**config.mk**
```make
export PLATFORM = sky130hd
export DESIGN_NAME = char_lcd_nibble_sequencer
export DESIGN_NICKNAME = d
export VERILOG_FILES = /design/src/sv/lcdseq_pkg.sv /design/src/sv/lcdseq_front.sv /design/src/sv/lcdseq_queue.sv /design/src/sv/lcdseq_back.sv /design/src/sv/char_lcd_nibble_sequencer.sv
export SDC_FILE = /design/constraint.sdc
export NUM_CORES = 1
export LEC_CHECK = 0
export BUFFER_PORTS_ARGS = -buffer_cell sky130_fd_sc_hd__buf_2
export CAP_MARGIN = 5
export CORE_ASPECT_RATIO = 1.25
export CORE_MARGIN = 2
export CORE_UTILIZATION = 35
export CTS_CLUSTER_SIZE = 12
export DETAILED_ROUTE_END_ITERATION = 6
export MAX_ROUTING_LAYER = met4
export PLACE_DENSITY_LB_ADDON = 0.1
export SYNTH_ARGS = -nofsm -noshare
export SYNTH_HDL_FRONTEND = slang
export SYNTH_SLANG_ARGS = --single-unit
```
**constraint.sdc**
```tcl
create_clock -name clk -period 4 [get_ports clk]
set_input_delay 0.6 -clock clk [delete_from_list [all_inputs] [get_ports clk]]
set_output_delay 0.6 -clock clk [all_outputs]
set_load 0.02 [all_outputs]
```
**src/sv/lcdseq_pkg.sv**
```systemverilog
// ============================================================================
// lcdseq_pkg
// Types, constants and transfer tables shared by the character display
// nibble sequencer.
// ============================================================================
package lcdseq_pkg;

  // Request kinds as they arrive on the command field.
  localparam logic [1:0] CMD_INIT  = 2'd0;
  localparam logic [1:0] CMD_CLEAR = 2'd1;
  localparam logic [1:0] CMD_WRITE = 2'd2;

  // Display instruction and data bytes.
  localparam logic [7:0] SET_DDRAM_ADDR = 8'h80;
  localparam logic [7:0] ROW1_OFFSET    = 8'h40;
  localparam logic [7:0] CLEAR_DISPLAY  = 8'h01;
  localparam logic [7:0] FAIL_ADDR      = 8'h86;
  localparam logic [7:0] ROW1_START     = 8'hC0;
  localparam logic [3:0] WAKE_NIBBLE    = 4'h3;
  localparam logic [3:0] FOUR_BIT_NIB   = 4'h2;

  // Power-up waits in microseconds.
  localparam logic [13:0] WAIT_POWER_ON = 14'd15000;
  localparam logic [13:0] WAIT_SECOND   = 14'd4100;
  localparam logic [13:0] WAIT_THIRD    = 14'd100;

  // Last step index of each sequence.
  localparam logic [3:0] LAST_INIT  = 4'd13;
  localparam logic [3:0] LAST_CLEAR = 4'd1;
  localparam logic [3:0] LAST_WRITE = 4'd3;
  localparam logic [3:0] LAST_FAIL  = 4'd11;

  typedef enum logic [1:0] {
    KIND_INIT,
    KIND_CLEAR,
    KIND_WRITE,
    KIND_FAIL
  } kind_t;

  typedef logic [3:0] step_t;

  // Request transaction payload.
  typedef struct packed {
    logic [1:0] cmd;
    logic [7:0] char_code;
    logic [1:0] row;
    logic [4:0] column;
  } req_t;

  // Bus transfer transaction payload.
  typedef struct packed {
    logic [3:0]  nibble;
    logic        reg_select;
    logic [13:0] wait_us;
    logic        last;
  } xfer_t;

  // Classified request held in the queue.
  typedef struct packed {
    kind_t      kind;
    logic [7:0] addr;
    logic [7:0] char_code;
  } desc_t;

  // Sequencer status seen by the top level.
  typedef struct packed {
    logic  active;
    step_t step;
  } back_status_t;

  // Bytes of the init sequence after the wake-up nibbles.
  function automatic logic [7:0] init_byte(input logic [2:0] idx);
    logic [7:0] b;
    case (idx)
      3'd0:    b = 8'h28;
      3'd1:    b = 8'h08;
      3'd2:    b = 8'h0C;
      3'd3:    b = 8'h06;
      default: b = 8'h01;
    endcase
    return b;
  endfunction

  // Characters of the error text.
  function automatic logic [7:0] fail_char(input logic [1:0] idx);
    logic [7:0] b;
    case (idx)
      2'd0:    b = 8'h46;
      2'd1:    b = 8'h41;
      2'd2:    b = 8'h49;
      default: b = 8'h4C;
    endcase
    return b;
  endfunction

  function automatic step_t last_step(input kind_t kind);
    step_t s;
    case (kind)
      KIND_INIT:  s = LAST_INIT;
      KIND_CLEAR: s = LAST_CLEAR;
      KIND_WRITE: s = LAST_WRITE;
      default:    s = LAST_FAIL;
    endcase
    return s;
  endfunction

  // One transfer of a classified request at a given step. Whole bytes
  // always start on an even step, so step bit 0 picks the low nibble.
  function automatic xfer_t step_xfer(input desc_t d, input step_t step);
    logic [7:0]  b;
    logic        rs;
    logic        lo_only;
    logic [13:0] w;
    step_t       rel;
    xfer_t       x;
    b       = 8'h00;
    rs      = 1'b0;
    lo_only = 1'b0;
    w       = 14'd0;
    rel     = 4'd0;
    case (d.kind)
      KIND_INIT: begin
        if (step < 4'd4) begin
          lo_only = 1'b1;
          b       = {4'h0, (step == 4'd3) ? FOUR_BIT_NIB : WAKE_NIBBLE};
          case (step)
            4'd0:    w = WAIT_POWER_ON;
            4'd1:    w = WAIT_SECOND;
            4'd2:    w = WAIT_THIRD;
            default: w = 14'd0;
          endcase
        end else begin
          rel = step - 4'd4;
          b   = init_byte(rel[3:1]);
        end
      end
      KIND_CLEAR: b = CLEAR_DISPLAY;
      KIND_WRITE: begin
        rs = step[1];
        b  = step[1] ? d.char_code : d.addr;
      end
      default: begin
        if (step < 4'd2) begin
          b = FAIL_ADDR;
        end else if (step < 4'd10) begin
          rel = step - 4'd2;
          rs  = 1'b1;
          b   = fail_char(rel[2:1]);
        end else begin
          b = ROW1_START;
        end
      end
    endcase
    x.nibble     = (lo_only || step[0]) ? b[3:0] : b[7:4];
    x.reg_select = rs;
    x.wait_us    = w;
    x.last       = (step == last_step(d.kind));
    return x;
  endfunction

endpackage

```
**src/sv/lcdseq_front.sv**
```systemverilog
// ============================================================================
// lcdseq_front
// Accepts requests, drops those that produce no transfer and classifies the
// rest into queue entries with the address byte already formed.
// ============================================================================
module lcdseq_front (
  input  logic                start,
  input  logic                full,
  input  lcdseq_pkg::req_t    req,
  output logic                busy,
  output logic                push,
  output lcdseq_pkg::desc_t   desc
);

  logic accept;
  logic has_output;

  // The front stalls only on a full queue.
  assign busy   = full;
  assign accept = start && !full;

  // Classification and address formation.
  always_comb begin
    has_output     = 1'b0;
    desc.kind      = lcdseq_pkg::KIND_CLEAR;
    desc.char_code = req.char_code;
    desc.addr      = lcdseq_pkg::SET_DDRAM_ADDR
                   | (req.row[0] ? lcdseq_pkg::ROW1_OFFSET : 8'h00)
                   | {4'h0, req.column[3:0]};
    case (req.cmd)
      lcdseq_pkg::CMD_INIT: begin
        has_output = 1'b1;
        desc.kind  = lcdseq_pkg::KIND_INIT;
      end
      lcdseq_pkg::CMD_CLEAR: begin
        has_output = 1'b1;
        desc.kind  = lcdseq_pkg::KIND_CLEAR;
      end
      lcdseq_pkg::CMD_WRITE: begin
        if (req.row > 2'd1) begin
          has_output = 1'b1;
          desc.kind  = lcdseq_pkg::KIND_FAIL;
        end else begin
          has_output = !req.column[4];
          desc.kind  = lcdseq_pkg::KIND_WRITE;
        end
      end
      default: has_output = 1'b0;
    endcase
  end

  assign push = accept && has_output;

endmodule

```
**src/sv/lcdseq_queue.sv**
```systemverilog
// ============================================================================
// lcdseq_queue
// Small FIFO of classified requests between the front and the sequencer.
// ============================================================================
module lcdseq_queue #(
  parameter int QDepth = 2
) (
  input  logic               clk,
  input  logic               rst,
  input  logic               push,
  input  lcdseq_pkg::desc_t  push_data,
  input  logic               pop,
  output lcdseq_pkg::desc_t  head,
  output logic               empty,
  output logic               full
);

  localparam int IW = (QDepth > 1) ? $clog2(QDepth) : 1;
  localparam int CW = $clog2(QDepth + 1);

  lcdseq_pkg::desc_t entries [QDepth];
  logic [IW-1:0]     wr_ptr;
  logic [IW-1:0]     rd_ptr;
  logic [CW-1:0]     count;

  assign empty = (count == CW'(0));
  assign full  = (count == CW'(QDepth));
  assign head  = entries[rd_ptr];

  // Entry storage.
  always_ff @(posedge clk) begin
    if (push) begin
      entries[wr_ptr] <= push_data;
    end
  end

  // Pointers and fill count.
  always_ff @(posedge clk) begin
    if (rst) begin
      wr_ptr <= '0;
      rd_ptr <= '0;
      count  <= '0;
    end else begin
      if (push) begin
        wr_ptr <= (wr_ptr == IW'(QDepth - 1)) ? '0 : wr_ptr + IW'(1);
      end
      if (pop) begin
        rd_ptr <= (rd_ptr == IW'(QDepth - 1)) ? '0 : rd_ptr + IW'(1);
      end
      if (push && !pop) begin
        count <= count + CW'(1);
      end else if (pop && !push) begin
        count <= count - CW'(1);
      end
    end
  end

endmodule

```
**src/sv/lcdseq_back.sv**
```systemverilog
// ============================================================================
// lcdseq_back
// Steps through the transfers of one queued request per cycle and drives the
// registered transfer strobe and payload.
// ============================================================================
module lcdseq_back (
  input  logic                     clk,
  input  logic                     rst,
  input  lcdseq_pkg::desc_t        head,
  input  logic                     empty,
  output logic                     pop,
  output logic                     strobe,
  output lcdseq_pkg::xfer_t        xfer,
  output lcdseq_pkg::back_status_t status
);

  lcdseq_pkg::desc_t cur;
  lcdseq_pkg::step_t step;
  logic              active;
  logic              finishing;

  // Load the next request on the cycle the current one ends.
  assign finishing = active && (step == lcdseq_pkg::last_step(cur.kind));
  assign pop       = !empty && (!active || finishing);

  assign status.active = active;
  assign status.step   = step;

  // Sequencer state and registered transfer output.
  always_ff @(posedge clk) begin
    if (rst) begin
      active <= 1'b0;
      strobe <= 1'b0;
      step   <= '0;
    end else begin
      strobe <= active;
      if (active) begin
        step <= step + 4'd1;
      end
      if (finishing) begin
        active <= 1'b0;
      end
      if (pop) begin
        active <= 1'b1;
        step   <= '0;
      end
    end
  end

  // Payload registers carry no reset.
  always_ff @(posedge clk) begin
    if (active) begin
      xfer <= lcdseq_pkg::step_xfer(cur, step);
    end
    if (pop) begin
      cur <= head;
    end
  end

endmodule

```
**src/sv/char_lcd_nibble_sequencer.sv**
```systemverilog
// ============================================================================
// char_lcd_nibble_sequencer
// Expands character display requests into 4-bit bus transfers.
// ============================================================================
// When the sequencer is idle, a taken request passes through the queue and the
// sequencer's request register before its registered first transfer strobes.
// Throughput: one transfer per cycle; a request expands into 14 (init),
// 2 (clear), 4 (write) or 12 (bad row) transfers; one with no transfers is
// dropped at the front. Busy rises while the queue is full.
// Reset clears the queue and the sequencer at once; the receiver cannot stall.
module char_lcd_nibble_sequencer #(
  parameter int QDepth = 2
) (
  input  logic              clk,
  input  logic              rst,
  input  logic              start,
  output logic              busy,
  input  lcdseq_pkg::req_t  req,
  output logic              strobe,
  output lcdseq_pkg::xfer_t xfer
);

  logic                     full;
  logic                     empty;
  logic                     push;
  logic                     pop;
  lcdseq_pkg::desc_t        push_desc;
  lcdseq_pkg::desc_t        head;
  lcdseq_pkg::back_status_t bk_status;

  // Request classification.
  lcdseq_front u_front (
    .start (start),
    .full  (full),
    .req   (req),
    .busy  (busy),
    .push  (push),
    .desc  (push_desc)
  );

  // Queue between classification and sequencing.
  lcdseq_queue #(
    .QDepth (QDepth)
  ) u_queue (
    .clk       (clk),
    .rst       (rst),
    .push      (push),
    .push_data (push_desc),
    .pop       (pop),
    .head      (head),
    .empty     (empty),
    .full      (full)
  );

  // Transfer sequencer.
  lcdseq_back u_back (
    .clk    (clk),
    .rst    (rst),
    .head   (head),
    .empty  (empty),
    .pop    (pop),
    .strobe (strobe),
    .xfer   (xfer),
    .status (bk_status)
  );

  // A strobe follows a cycle in which the sequencer was working.
  assert property (@(posedge clk) disable iff (rst)
    strobe |-> $past(bk_status.active))
    else $error("transfer strobe without an active sequence");

  // Transfers of one request leave back to back.
  assert property (@(posedge clk) disable iff (rst)
    (strobe && !xfer.last) |=> strobe)
    else $error("gap inside a transfer sequence");

  // The front never writes into a full queue.
  assert property (@(posedge clk) disable iff (rst)
    !(push && full))
    else $error("push into a full queue");

  // The sequencer never reads from an empty queue.
  assert property (@(posedge clk) disable iff (rst)
    !(pop && empty))
    else $error("pop from an empty queue");

endmodule

```
=== After elaboration in Yosys (flattened, before gate mapping) ===
Memory sizes are Yosys's and may differ from the RTL's. A register that Yosys moved wholly into a read port is not among the register bits.
Index checks and enable logic that the tools add are counted.
W data, S select, Z words.

* Memories: 1
* Output and inout port bits: 22
* Input port bits: 20
* Register bits after elaboration: 30
* RAM bits: 36

{| class="wikitable"
|+ Memories
! memory !! depth !! width !! rd ports !! clocked after memory_dff !! wr ports !! line !! text
|-
| u_queue.entries || 2 || 18 || 1 || 1 || 1 || lcdseq_queue.sv:21 || <nowiki>lcdseq_pkg::desc_t entries [QDepth];</nowiki>
|}

* $add $sub $neg: 7
* Reduce and logical (&&, ||, !) cells: 26
* Bitwise gates (word level): 1
* Muxes and demuxes: 31
* Equality and inequality tests: 15
* Order comparisons: 4

{| class="wikitable"
|+ Operators by type and width
! operator !! number
|-
| $pmux W14 S3 || 1
|-
| $mux W8 || 4
|-
| $pmux W4 S3 || 2
|-
| $pmux W6 S4 || 1
|-
| $pmux W8 S3 || 1
|-
| $mux W1 || 14
|-
| $eq A2 B2 Y1 const B || 4
|-
| $eq A4 B2 Y1 const B || 2
|-
| $eq A4 B4 Y1 || 2
|-
| $logic_not A2 Y1 || 4
|-
| $mux W4 || 2
|-
| $or A8 B4 Y8 || 1
|-
| $mux W7 || 1
|-
| $eq A2 B1 Y1 const B || 3
|-
| $eq A3 B2 Y1 const B || 2
|-
| $logic_and A1 B1 Y1 || 6
|-
| $logic_not A1 Y1 || 6
|-
| $reduce_or A2 Y1 || 3
|-
| $add A4 B1 Y4 const B || 1
|-
| $eq A4 B1 Y1 const B || 1
|-
| $logic_not A4 Y1 || 1
|-
| $lt A4 B2 Y1 const B || 1
|-
| $lt A4 B3 Y1 const B || 1
|-
| $lt A4 B4 Y1 const B || 1
|-
| 14 further kinds || 19
|}

=== Longest topological paths before layout ===
Gate-level depths: netlist of run 1.

* Depth in word-level cells: 9
* Depth in mapped cells: 11
* Gate-level depth less buffers: 10

=== Modules after synthesis ===
From an unflattened synthesis of run 1, not the netlist that was laid out.

* Cell total of the unflattened synthesis: 266
* Area, all modules: 3,589.7 um2

{| class="wikitable"
|+ By module, submodules not included
! module !! area each (um2) !! times used !! cells an instance
|-
| lcdseq_back || 1,914.3 || 1 || 164
|-
| lcdseq_queue || 1,503.9 || 1 || 78
|-
| lcdseq_front || 171.4 || 1 || 24
|}

=== Worst setup path after synthesis of run 1 ===
Ideal clock, no wire load.

* Kind: reg2reg
* Start: register, netlist name u_back.cur[16]
* End: register u_queue.count[1]
* Cell stages (with the launch flop): 11
* Data arrival time: 3,609 ps
* Period minus slack after synthesis: 3,678 ps
* Slack: 322 ps
* Path buffers: 1
* Required time: 3,930 ps
* Cells stage by stage: edfxtp_1 > inv_1 > ha_1 > buf_6 > or2_4 > a221o_1 > nor3_1 > inv_1 > ha_1 > or3_1 > a21oi_1

* Longest elaborated chain between the ends: 9
* Elaborated cells on any way between the ends: 13

{| class="wikitable"
|+ RTL lines
! what !! line !! text
|-
| $eq A2 B2 Y1, or another cell as far along || lcdseq_pkg.sv:98 || <nowiki>case (kind)</nowiki>
|-
| $pmux W4 S3 * || lcdseq_pkg.sv:98 ||
|-
| $eq A4 B4 Y1 * || lcdseq_back.sv:23 || <nowiki>assign finishing = active && (step == lcdseq_pkg::last_step(cur.kind));</nowiki>
|-
| $logic_and A1 B1 Y1 * || lcdseq_back.sv:23 ||
|-
| $logic_or A1 B1 Y1 * || lcdseq_back.sv:24 || <nowiki>assign pop = !empty && (!active || finishing);</nowiki>
|-
| $logic_and A1 B1 Y1 * || lcdseq_back.sv:24 ||
|-
| via pop || char_lcd_nibble_sequencer.sv:26 || <nowiki>logic pop;</nowiki>
|-
| $logic_not A1 Y1 || lcdseq_queue.sv:50 || <nowiki>if (push && !pop) begin</nowiki>
|-
| $logic_and A1 B1 Y1 || lcdseq_queue.sv:50 ||
|-
| $mux W2 or $reduce_bool A2 Y1 (tied branches) || n/a ||
|-
| end signal, assigned || lcdseq_queue.sv:51 || <nowiki>count <= count + CW'(1);</nowiki>
|-
| end signal, assigned || lcdseq_queue.sv:53 || <nowiki>count <= count - CW'(1);</nowiki>
|-
| end, declared || lcdseq_queue.sv:24 || <nowiki>logic [CW-1:0] count;</nowiki>
|}

Mark *: on every way through the listed nets, which the timed path passes. The rest lies on a longest branch.
A chain may end at the register's enable or synchronous reset.

=== Worst setup path in the final report of run 1 ===
* Start: register, netlist name u_back.cur[16]
* End: register u_queue.count[1]

* Longest elaborated chain between the ends: 9
* Elaborated cells on any way between the ends: 13

{| class="wikitable"
|+ RTL lines
! what !! line
|-
| $eq A2 B2 Y1, or another cell as far along || lcdseq_pkg.sv:98
|-
| $pmux W4 S3 * || lcdseq_pkg.sv:98
|-
| $eq A4 B4 Y1 * || lcdseq_back.sv:23
|-
| $logic_and A1 B1 Y1 * || lcdseq_back.sv:23
|-
| $logic_or A1 B1 Y1 * || lcdseq_back.sv:24
|-
| $logic_and A1 B1 Y1 * || lcdseq_back.sv:24
|-
| via pop || char_lcd_nibble_sequencer.sv:26
|-
| $logic_not A1 Y1 || lcdseq_queue.sv:50
|-
| $logic_and A1 B1 Y1 || lcdseq_queue.sv:50
|-
| $mux W2 or $reduce_bool A2 Y1 (tied branches) || n/a
|}

Marks and branches as above.

==> results_tabular.tex, run 1 <==
\begin{tabular}{lr}
\hline
Metric & Value \\
\hline
\multicolumn{2}{l}{\textbf{Routing}} \\
Average wire per standard cell & 13.52 um \\
Ratio of routed vias to standard cells & approximately 4.6 \\
Residual DRC & 0 \\
Starting DRT DRC Count & 71 \\
Final Routed Wirelength & 5.288 mm \\
Detailed-route via count & around 1.8k \\
Detailed-router iteration count before antenna repair & 4 \\
Antenna viol nets, final & 0 \\
\multicolumn{2}{l}{\textbf{Die}} \\
Area inside the core boundary & 0.008606 mm\^{}2 \\
Initial core utilization & 0.3569 \\
Ports placed on the boundary & 42 \\
Die extent in y & roughly 110 um \\
Die area & $\sim$0.0095 mm\^{}2 \\
Std cell rows & 38 \\
Horiz. Die Dim & around 88 um \\
\multicolumn{2}{l}{\textbf{Logic synthesis}} \\
Predominant post-synthesis flop cell & edfxtp\_1 \\
Mapped Avg Cell Area & between 10 and 15 um\^{}2 \\
Post-synthesis cell type count & 43 \\
Yosys warning total & 0 \\
Share of synthesized flip-flops with an asynchronous set or reset & 0 \\
Sequential fraction of the synthesis area & 0.6029 \\
Gate count of the mapped netlist & 230 \\
Register bit count reported by yosys & 65 \\
Post-Syn Area & roughly 0.0031 mm\^{}2 \\
Number of flops mapped to enable cells by yosys & 55 \\
\multicolumn{2}{l}{\textbf{STA}} \\
Number of endpoints with negative hold slack in the final report & 0 \\
Setup repair after global routing missed its margin & no \\
Final Setup Violations & 0 \\
Final period util & 0.7221 \\
Timing-limited maximum frequency & about 350 MHz \\
Final Max Slew Viols & 0 \\
Minimum clock period after layout & 2888 ps \\
Clock skew after layout & about 6.8 ps \\
Max-Slew Margin vs Limit & 0.4786 \\
Setup\_tns & 0 ps \\
Worst slew pin tran & just under 800 ps \\
\multicolumn{2}{l}{\textbf{Clocking}} \\
Root Buffer & clkbuf\_8 \\
Post-CTS setup repair buffer count & 0 \\
Clock transition at the registers of the reported paths & around 70 ps \\
CTS Buf Count & 9 \\
Sinks on the clock net & 65 \\
Deepest clock path buffer count & 2 \\
Post-CTS resize count & 0 \\
H-Tree Depth & 3 \\
CTS tree & done \\
Clk\_lat worst skew & roughly 340 ps \\
Number of buffers added to fix hold violations after cts & 0 \\
\multicolumn{2}{l}{\textbf{Global routing}} \\
Global-route wire length before repair & roughly 8.5 mm \\
Number of global-route vias before repair & approximately 1.7k \\
GRT Resource Usage Total & 0.1256 \\
Maximum number of pins on one net before global-route repair & 21 \\
Antenna violations before repair & 0 \\
Leftover overflow at the end of global routing & 0 \\
\multicolumn{2}{l}{\textbf{Finish}} \\
Net count reported at finish & around 300 \\
Share of layout cells above drive strength 1 & 0.2878 \\
Post-route design area & 0.003530 mm\^{}2 \\
Count of antenna diodes in the layout & 0 \\
Layout overhead on the synthesized area & 14.91\% \\
\multicolumn{2}{l}{\textbf{Worst setup path}} \\
Arrival time of data at the critical path endpoint & 3160 ps \\
Critical Path Start Type & flip-flop \\
Required time at the worst-slack endpoint & around 4300 ps \\
Crit Path Max Fanout & 20 \\
CP Capture Type & flip-flop \\
Type of the worst setup path & flip-flop to flip-flop \\
\multicolumn{2}{l}{\textbf{Placement}} \\
Count of input and output buffers & 37 \\
Final weighted congestion of routability-driven global placement & $\sim$0.83 \\
Placed cell areas & around 0.0033 mm\^{}2 \\
Detailed-placement wirelength estimate & around 3.7 mm \\
\multicolumn{2}{l}{\textbf{Run}} \\
Number of max-cap violations & 0 \\
\multicolumn{2}{l}{\textbf{Min path}} \\
Hold WC Path Type & primary input to flip-flop \\
\multicolumn{2}{l}{\textbf{Pwr}} \\
Power density normalized to cell area & about 690 mW/mm\^{}2 \\
Peak supply drop & roughly 0.26 mV \\
Leakage power & around 0.0014 uW \\
\multicolumn{2}{l}{\textbf{Outcome}} \\
Outcome & finished, final reports clean \\
\hline
\end{tabular}
synth_stat cells (2+ instances only):
cell / number / area [um^2]
inv_1: 15 / 56.30
xor2_1: 3 / 26.28
buf_4: 12 / 90.09
a21o_1: 2 / 15.01
nand4_1: 2 / 12.51
mux2i_1: 4 / 40.04
nand3_1: 8 / 40.04
edfxtp_1: 55 / 1652
nor3_1: 7 / 35.03
nor2b_1: 4 / 25.02
dfxtp_1: 10 / 200.2
a21oi_1: 9 / 45.04
o21ai_0: 4 / 20.02
o31ai_1: 2 / 15.01
xnor2_1: 5 / 43.79
nor2_1: 11 / 41.29
mux2_2: 18 / 202.7
nand2_1: 10 / 37.54
clkbuf_1: 3 / 11.26
buf_6: 3 / 33.78
ha_1: 20 / 250.2
o21a_1: 2 / 15.01
metrics by stage:
stage          utilization  hold slack, ps  total power (uW)  setup slack [ps]  instances
6_report            0.4101           443.5              2442              1112        391
3_5_place_dp        0.3847           498.5              1859              1114        375
3_3_place_gp        0.3847           497.8              1861              1190        375
5_1_grt             0.4101           416.6              2608             890.8        391
2_1_floorplan            -           471.1              1694             321.6        233
4_1_cts             0.4101           420.9              2482              1082        391
placed cells by master (no fill, tap or decap), types with 2 or more instances in the layout:
master and instances:
nand3_1 8, nand2_1 10, dfxtp_1 10, buf_2 37, a21o_1 2, buf_4 3, xor2_1 3, nor2_1 11
edfxtp_1 55, mux2_2 18, conb_1 4, nand4_1 2, clkinv_2 2, o21a_1 2, nor3_1 6, xnor2_1 5
o21ai_0 4, clkinv_4 2, ha_1 20, o31ai_1 2, inv_1 15, mux2i_1 4, bufinv_16 2, clkbuf_8 9
a21oi_1 9, nor2b_1 4
worst paths after layout:
path,from,endpoint,slack [ps],cells past startpoint
min,req[11],u_queue.entries[1][4]$_DFFE_PP_,440,1
max reg2reg,u_back.cur[16]$_DFFE_PP_,u_queue.count[1]$_SDFFE_PP0P_,1110,10
min reg2reg,u_queue.count[1]$_SDFFE_PP0P_,u_queue.count[1]$_SDFFE_PP0P_,520,2
max,u_back.cur[16]$_DFFE_PP_,u_queue.count[1]$_SDFFE_PP0P_,1110,10
critical path, cell delays in order (launching register included):
cell and delay, ps:
edfxtp_1 420, inv_1 120, ha_1 380, and4bb_1 270, a221o_1 320, nor3_2 160
buf_4 270, inv_1 70, ha_1 310, or3_1 350, a21oi_1 140
registers in the layout (all words and copies together) (netlist names):
register	cells
u_back.active	1
u_queue.wr_ptr	1
u_back.strobe	1
u_queue.entries	30
u_back.cur	15
u_queue.rd_ptr	1
u_back.xfer	10
u_queue.count	2
u_back.step	4
logic make-up (layout without fill, tap and decap cells):
family                     after synthesis  after routing  share of synthesized area
DFF                                     65             65                     0.6028
and+or+nand+nor                         51             51                    0.08473
buffers and inverters                   33             71                    0.06232
AOI/OAI and AO/OA                       30             30                    0.06558
muxes                                   22             22                    0.07902
adders and majority gates               20             20                    0.08147
xor gates and xnor gates                 8              8                    0.02281
other                                    1              4                   0.001221
power breakdown:
part	leakage, uW	internal (uW)	switching (uW)
sequential	0.000596	958	130
combinational	0.000646	313	429
clock	0.000109	350	262
layer usage:
layer  up-vias  part of all wire  global-route usage
met5         -                 0                   -
met4         0            0.0096             0.05275
met3         5             0.044             0.04315
met2        45              0.50              0.1959
met1       852              0.45              0.1477
li1        887                 -                   -
cell type report:
type	instances	area, um^2
multi-input cells	135	1045
clock buffers	9	123.9
well taps	120	150.1
repair buffers	40	207.7
flip-flops and latches	65	1852
fillers	820	5076
clock inverters	7	95.09
inverters	15	56.30
No activity file was read; power rests on OpenSTA's default activity.
==> run 2, diff against run 1 <==
Settings changed: ABC_AREA from default to 1.
Clock period 4 ns to 3 ns, I/O delays scaled along.
==> results_tabular.tex, run 2 <==
\begin{tabular}{lr}
\hline
Metric & Value \\
\hline
\multicolumn{2}{l}{\textbf{STA}} \\
Clock skew after layout & 7.229 ps (+0.4291 ps) \\
Setup repair after global routing missed its margin & no \\
Number of endpoints with negative hold slack in the final report & 0 (unchanged) \\
Worst slew pin tran & 730.8 ps (-50.20 ps) \\
Final Max Slew Viols & 0 (unchanged) \\
Final period util & 0.7856 (+0.06356) \\
Setup\_tns & 0 ps (unchanged) \\
Minimum clock period after layout & 2357 ps (-531.4 ps) \\
Final Setup Violations & 0 (unchanged) \\
Max-Slew Margin vs Limit & 0.5121 (+0.03351) \\
Timing-limited maximum frequency & 424.3 MHz (+23\%) \\
\multicolumn{2}{l}{\textbf{Logic synthesis}} \\
Yosys warning total & 0 (unchanged) \\
Fraction of the mapped netlist area in compound gates & 0.07850 (+0.01292) \\
Register bit count reported by yosys & 65 (unchanged) \\
Cell type with the highest aggregate area in the netlist & edfxtp\_1 \\
Cells taking the most area after synthesis & edfxtp\_1 (54\%), ha\_1 (8.2\%), dfxtp\_1 (6.6\%) \\
Post-synthesis cell type count & 29 (-33\%) \\
Sequential fraction of the synthesis area & 0.6083 (+0.005451) \\
Ranking of synthesized cells by instance count & edfxtp\_1 (55), inv\_1 (25), ha\_1 (20), nand2\_1 (19) \\
Multiplexer fraction of the synthesized cell area & 0.05549 (-0.02354) \\
Predominant post-synthesis flop cell & edfxtp\_1 \\
Post-Syn Area & 0.003044 mm\^{}2 (-0.90\%) \\
Area share of xor/xnor cells in the synthesized design & 0.01151 (-0.01130) \\
Number of flops mapped to enable cells by yosys & 55 (unchanged) \\
Mapped Avg Cell Area & 12.27 um\^{}2 (-8.1\%) \\
Share of synthesized flip-flops with an asynchronous set or reset & 0 (unchanged) \\
Arithmetic-cell share of the synthesized area counting full adders, half adders and majority gates & 0.08220 (+0.0007366) \\
Yosys top cell area share & 0.5425 (+0.004862) \\
Gate count of the mapped netlist & 248 (+7.8\%) \\
Post-synthesis simple-gate area fraction & 0.08796 (+0.003232) \\
Count leader, synth & edfxtp\_1 \\
Main combinational cell family by area after synthesis & simple AND/OR/NAND/NOR gates \\
\multicolumn{2}{l}{\textbf{Die}} \\
Die area & 0.009464 mm\^{}2 (-0.86\%) \\
Horiz. Die Dim & 87.42 um (-0.43\%) \\
Die extent in y & 108.3 um (-0.43\%) \\
Area inside the core boundary & 0.008558 mm\^{}2 (-0.55\%) \\
Initial core utilization & 0.3557 (-0.001233) \\
Ports placed on the boundary & 42 (unchanged) \\
Std cell rows & 38 (unchanged) \\
\multicolumn{2}{l}{\textbf{Finish}} \\
Post-route design area & 0.003486 mm\^{}2 (-1.2\%) \\
Flip-flop count of the largest register, all copies and words added & 30 (unchanged) \\
Util after Layout & 0.4073 (-0.002838) \\
Layout overhead on the synthesized area & 14.51\% \\
Register name with the most flops & u\_queue.entries \\
Commonest cells after routing, fill and taps aside & edfxtp\_1 (55), buf\_2 (37), inv\_1 (25) \\
Share of layout cells above drive strength 1 & 0.3003 (+0.01252) \\
Count of antenna diodes in the layout & 0 (unchanged) \\
Net count reported at finish & 328 (+7.2\%) \\
Largest regs & u\_queue.entries (30), u\_back.cur (15), u\_back.xfer (10) \\
Most common library cell in the layout ignoring fill and taps & edfxtp\_1 \\
\multicolumn{2}{l}{\textbf{Global routing}} \\
Maximum number of pins on one net before global-route repair & 18 (-14\%) \\
Antenna violations before repair & 0 (unchanged) \\
Global-route wire length before repair & 8.052 mm (-5.8\%) \\
Met3 track demand over resource & 0.02977 (-0.01338) \\
GRT met1 Usage & 0.1375 (-0.01024) \\
Number of global-route vias before repair & 1700 (-1.2\%) \\
Leftover overflow at the end of global routing & 0 (unchanged) \\
Routing layer with the top usage in global route & met2 \\
GRT Resource Usage Total & 0.1170 (-0.008648) \\
Met2 capacity usage during global routing & 0.1742 (-0.02165) \\
\multicolumn{2}{l}{\textbf{Worst setup path}} \\
Type of the worst setup path & flip-flop to flip-flop \\
Required time at the worst-slack endpoint & 3230 ps (-1040 ps) \\
Critical Path Start Type & flip-flop \\
Arrival time of data at the critical path endpoint & 2590 ps (-570 ps) \\
Logic depth of the worst register-to-register path & 12 (+2) \\
Cell-by-cell listing of the critical path & ha\_1, inv\_1, nand3\_1, nand2\_1, nand3\_2, nand2\_4, nand2\_4, ha\_1, a21oi\_1, o21ai\_0, o21ai\_0, a21oi\_1 \\
Crit Path Max Fanout & 11 (-45\%) \\
Largest stage delay, worst path & 430 ps (about the same) \\
R2R Path End & u\_queue.count[1]\$\_SDFFE\_PP0P\_ \\
R2R Path Start & u\_back.cur[16]\$\_DFFE\_PP\_ \\
CP Capture Type & flip-flop \\
Worst setup slack for register-to-register paths & 640 ps (-470 ps) \\
CP max-delay cell & edfxtp\_1 \\
\multicolumn{2}{l}{\textbf{Outcome}} \\
Outcome & finished, final reports clean \\
\multicolumn{2}{l}{\textbf{Pwr}} \\
Power density normalized to cell area & 922.9 mW/mm\^{}2 (+33\%) \\
Sequential share of power & 0.448 (+0.002) \\
Leakage power & 0.001410 uW (+4.3\%) \\
Internal Dissipation & 2083 uW (+28\%) \\
Part of the power in combinational logic & 0.320 (+0.016) \\
Switching power & 1134 uW (+38\%) \\
Peak supply drop & 0.2654 mV (+3.9\%) \\
Sw Share & 0.3524 (+0.01636) \\
Clock group share of total power & 0.232 (-0.019) \\
\multicolumn{2}{l}{\textbf{Routing}} \\
Detailed-router iteration count before antenna repair & 4 (unchanged) \\
Average wire per standard cell & 12.41 um (-8.2\%) \\
Antenna viol nets, final & 0 (unchanged) \\
Ratio of routed vias to standard cells & 4.562 (-0.29\%) \\
Detailed-route via count & 1793 (+0.22\%) \\
Final Routed Wirelength & 4.879 mm (-7.7\%) \\
Residual DRC & 0 (unchanged) \\
Starting DRT DRC Count & 93 (+31\%) \\
\multicolumn{2}{l}{\textbf{Placement}} \\
Final weighted congestion of routability-driven global placement & 0.8617 (+3.5\%) \\
Placed cell areas & 0.003284 mm\^{}2 (-0.79\%) \\
Detailed-placement wirelength estimate & 3.552 mm (-2.7\%) \\
Count of input and output buffers & 37 (unchanged) \\
\multicolumn{2}{l}{\textbf{Clocking}} \\
Number of buffers added to fix hold violations after cts & 0 (unchanged) \\
CTS tree & done \\
CTS Buf Count & 9 (unchanged) \\
H-Tree Depth & 3 (unchanged) \\
Clock transition at the registers of the reported paths & 70 ps (about the same) \\
Root Buffer & clkbuf\_8 \\
Deepest clock path buffer count & 2 (unchanged) \\
Post-CTS resize count & 0 (unchanged) \\
Clk\_lat worst skew & 340 ps (about the same) \\
Post-CTS setup repair buffer count & 0 (unchanged) \\
Sinks on the clock net & 65 (unchanged) \\
\multicolumn{2}{l}{\textbf{Min path}} \\
Hold WC Path Type & primary input to flip-flop \\
Source of the worst hold timing path & rst \\
WHS Path Cells & 2 (+1) \\
Hold path endpoint & u\_back.active\$\_SDFFE\_PP0P\_ \\
\multicolumn{2}{l}{\textbf{Run}} \\
Number of max-cap violations & 0 (unchanged) \\
\hline
\end{tabular}
run 2: cell types whose count changed after synthesis, sizes merged, moves of 3 or more:
cell,change
o21ai,+13
inv,+16
o211ai,+4
nor2,+9
mux2i,-4
nand2,+12
clkbuf,-3
mux2,-3
nor3,-3
xnor2,-3
nor2b,-4
a21oi,+5
run 2: logic make-up after synthesis:
kind of cell	Yosys count
flops	65
fa+ha+maj	20
other cells	1
buf+inv	46
mux	15
compound gates	42
xor+xnor	4
simple gates	55
run 2: critical path: cells and delay by family (launching register included):
kind / cells / cell delay (ps)
adder cells (fa/ha/maj): 2 / 660
AND/OR/NAND/NOR: 5 / 490
AO/OA/AOI/OAI: 4 / 490
flip-flops: 1 / 430
buffers and inverters: 1 / 170
run 2: per-stage QoR:
stage	power [uW]	worst slack [ps]	hold WS, ps	std cells
floorplan	2276	1016	442.6	251
global placement	2506	784.9	459.1	377
detailed placement	2510	687.3	464.0	377
CTS	3267	673.8	272.6	393
global route	3459	390.7	271.6	393
finish	3217	643.2	289.6	393
run 2: power by group through the flow:
stage | logic [uW] | clock network [uW] | registers [uW]
after floorplan | 793 | 0 | 1480
after global placement | 1040 | 0 | 1460
after detailed placement | 1040 | 0 | 1470
after CTS | 1050 | 773 | 1450
after global routing | 1170 | 819 | 1470
final | 1030 | 746 | 1440
run 2: layer usage:
layer  vias up  routed length [um]
li1        922                   -
met1       819                2236
met2        37                2315
met3        15                 149
met4         0                 177
met5         -                   0
run 2: worst max path at each step:
stage | from | end | slack (ps) | depth (start not counted)
2_1_floorplan | u_back.cur[16]$_DFFE_PP_ | u_queue.count[1]$_SDFFE_PP0P_ | 1020 | 11
3_3_place_gp | u_back.cur[16]$_DFFE_PP_ | u_queue.count[1]$_SDFFE_PP0P_ | 780 | 12
3_5_place_dp | u_back.cur[16]$_DFFE_PP_ | u_queue.count[1]$_SDFFE_PP0P_ | 690 | 12
4_1_cts | u_back.cur[16]$_DFFE_PP_ | u_queue.count[1]$_SDFFE_PP0P_ | 670 | 12
5_1_grt | u_back.cur[16]$_DFFE_PP_ | u_queue.count[1]$_SDFFE_PP0P_ | 390 | 12
6_report | u_back.cur[16]$_DFFE_PP_ | u_queue.count[1]$_SDFFE_PP0P_ | 640 | 12
run 2: cell type report:
type                       count  area, um^2
sequential                    65        1852
fill                         824        5072
clock buffer                   9       123.9
timing repair buffer          41       215.2
clock inverter                 7       77.57
multi-input combinational    140       975.9
inverter                      31       116.4
tap                          100       125.1
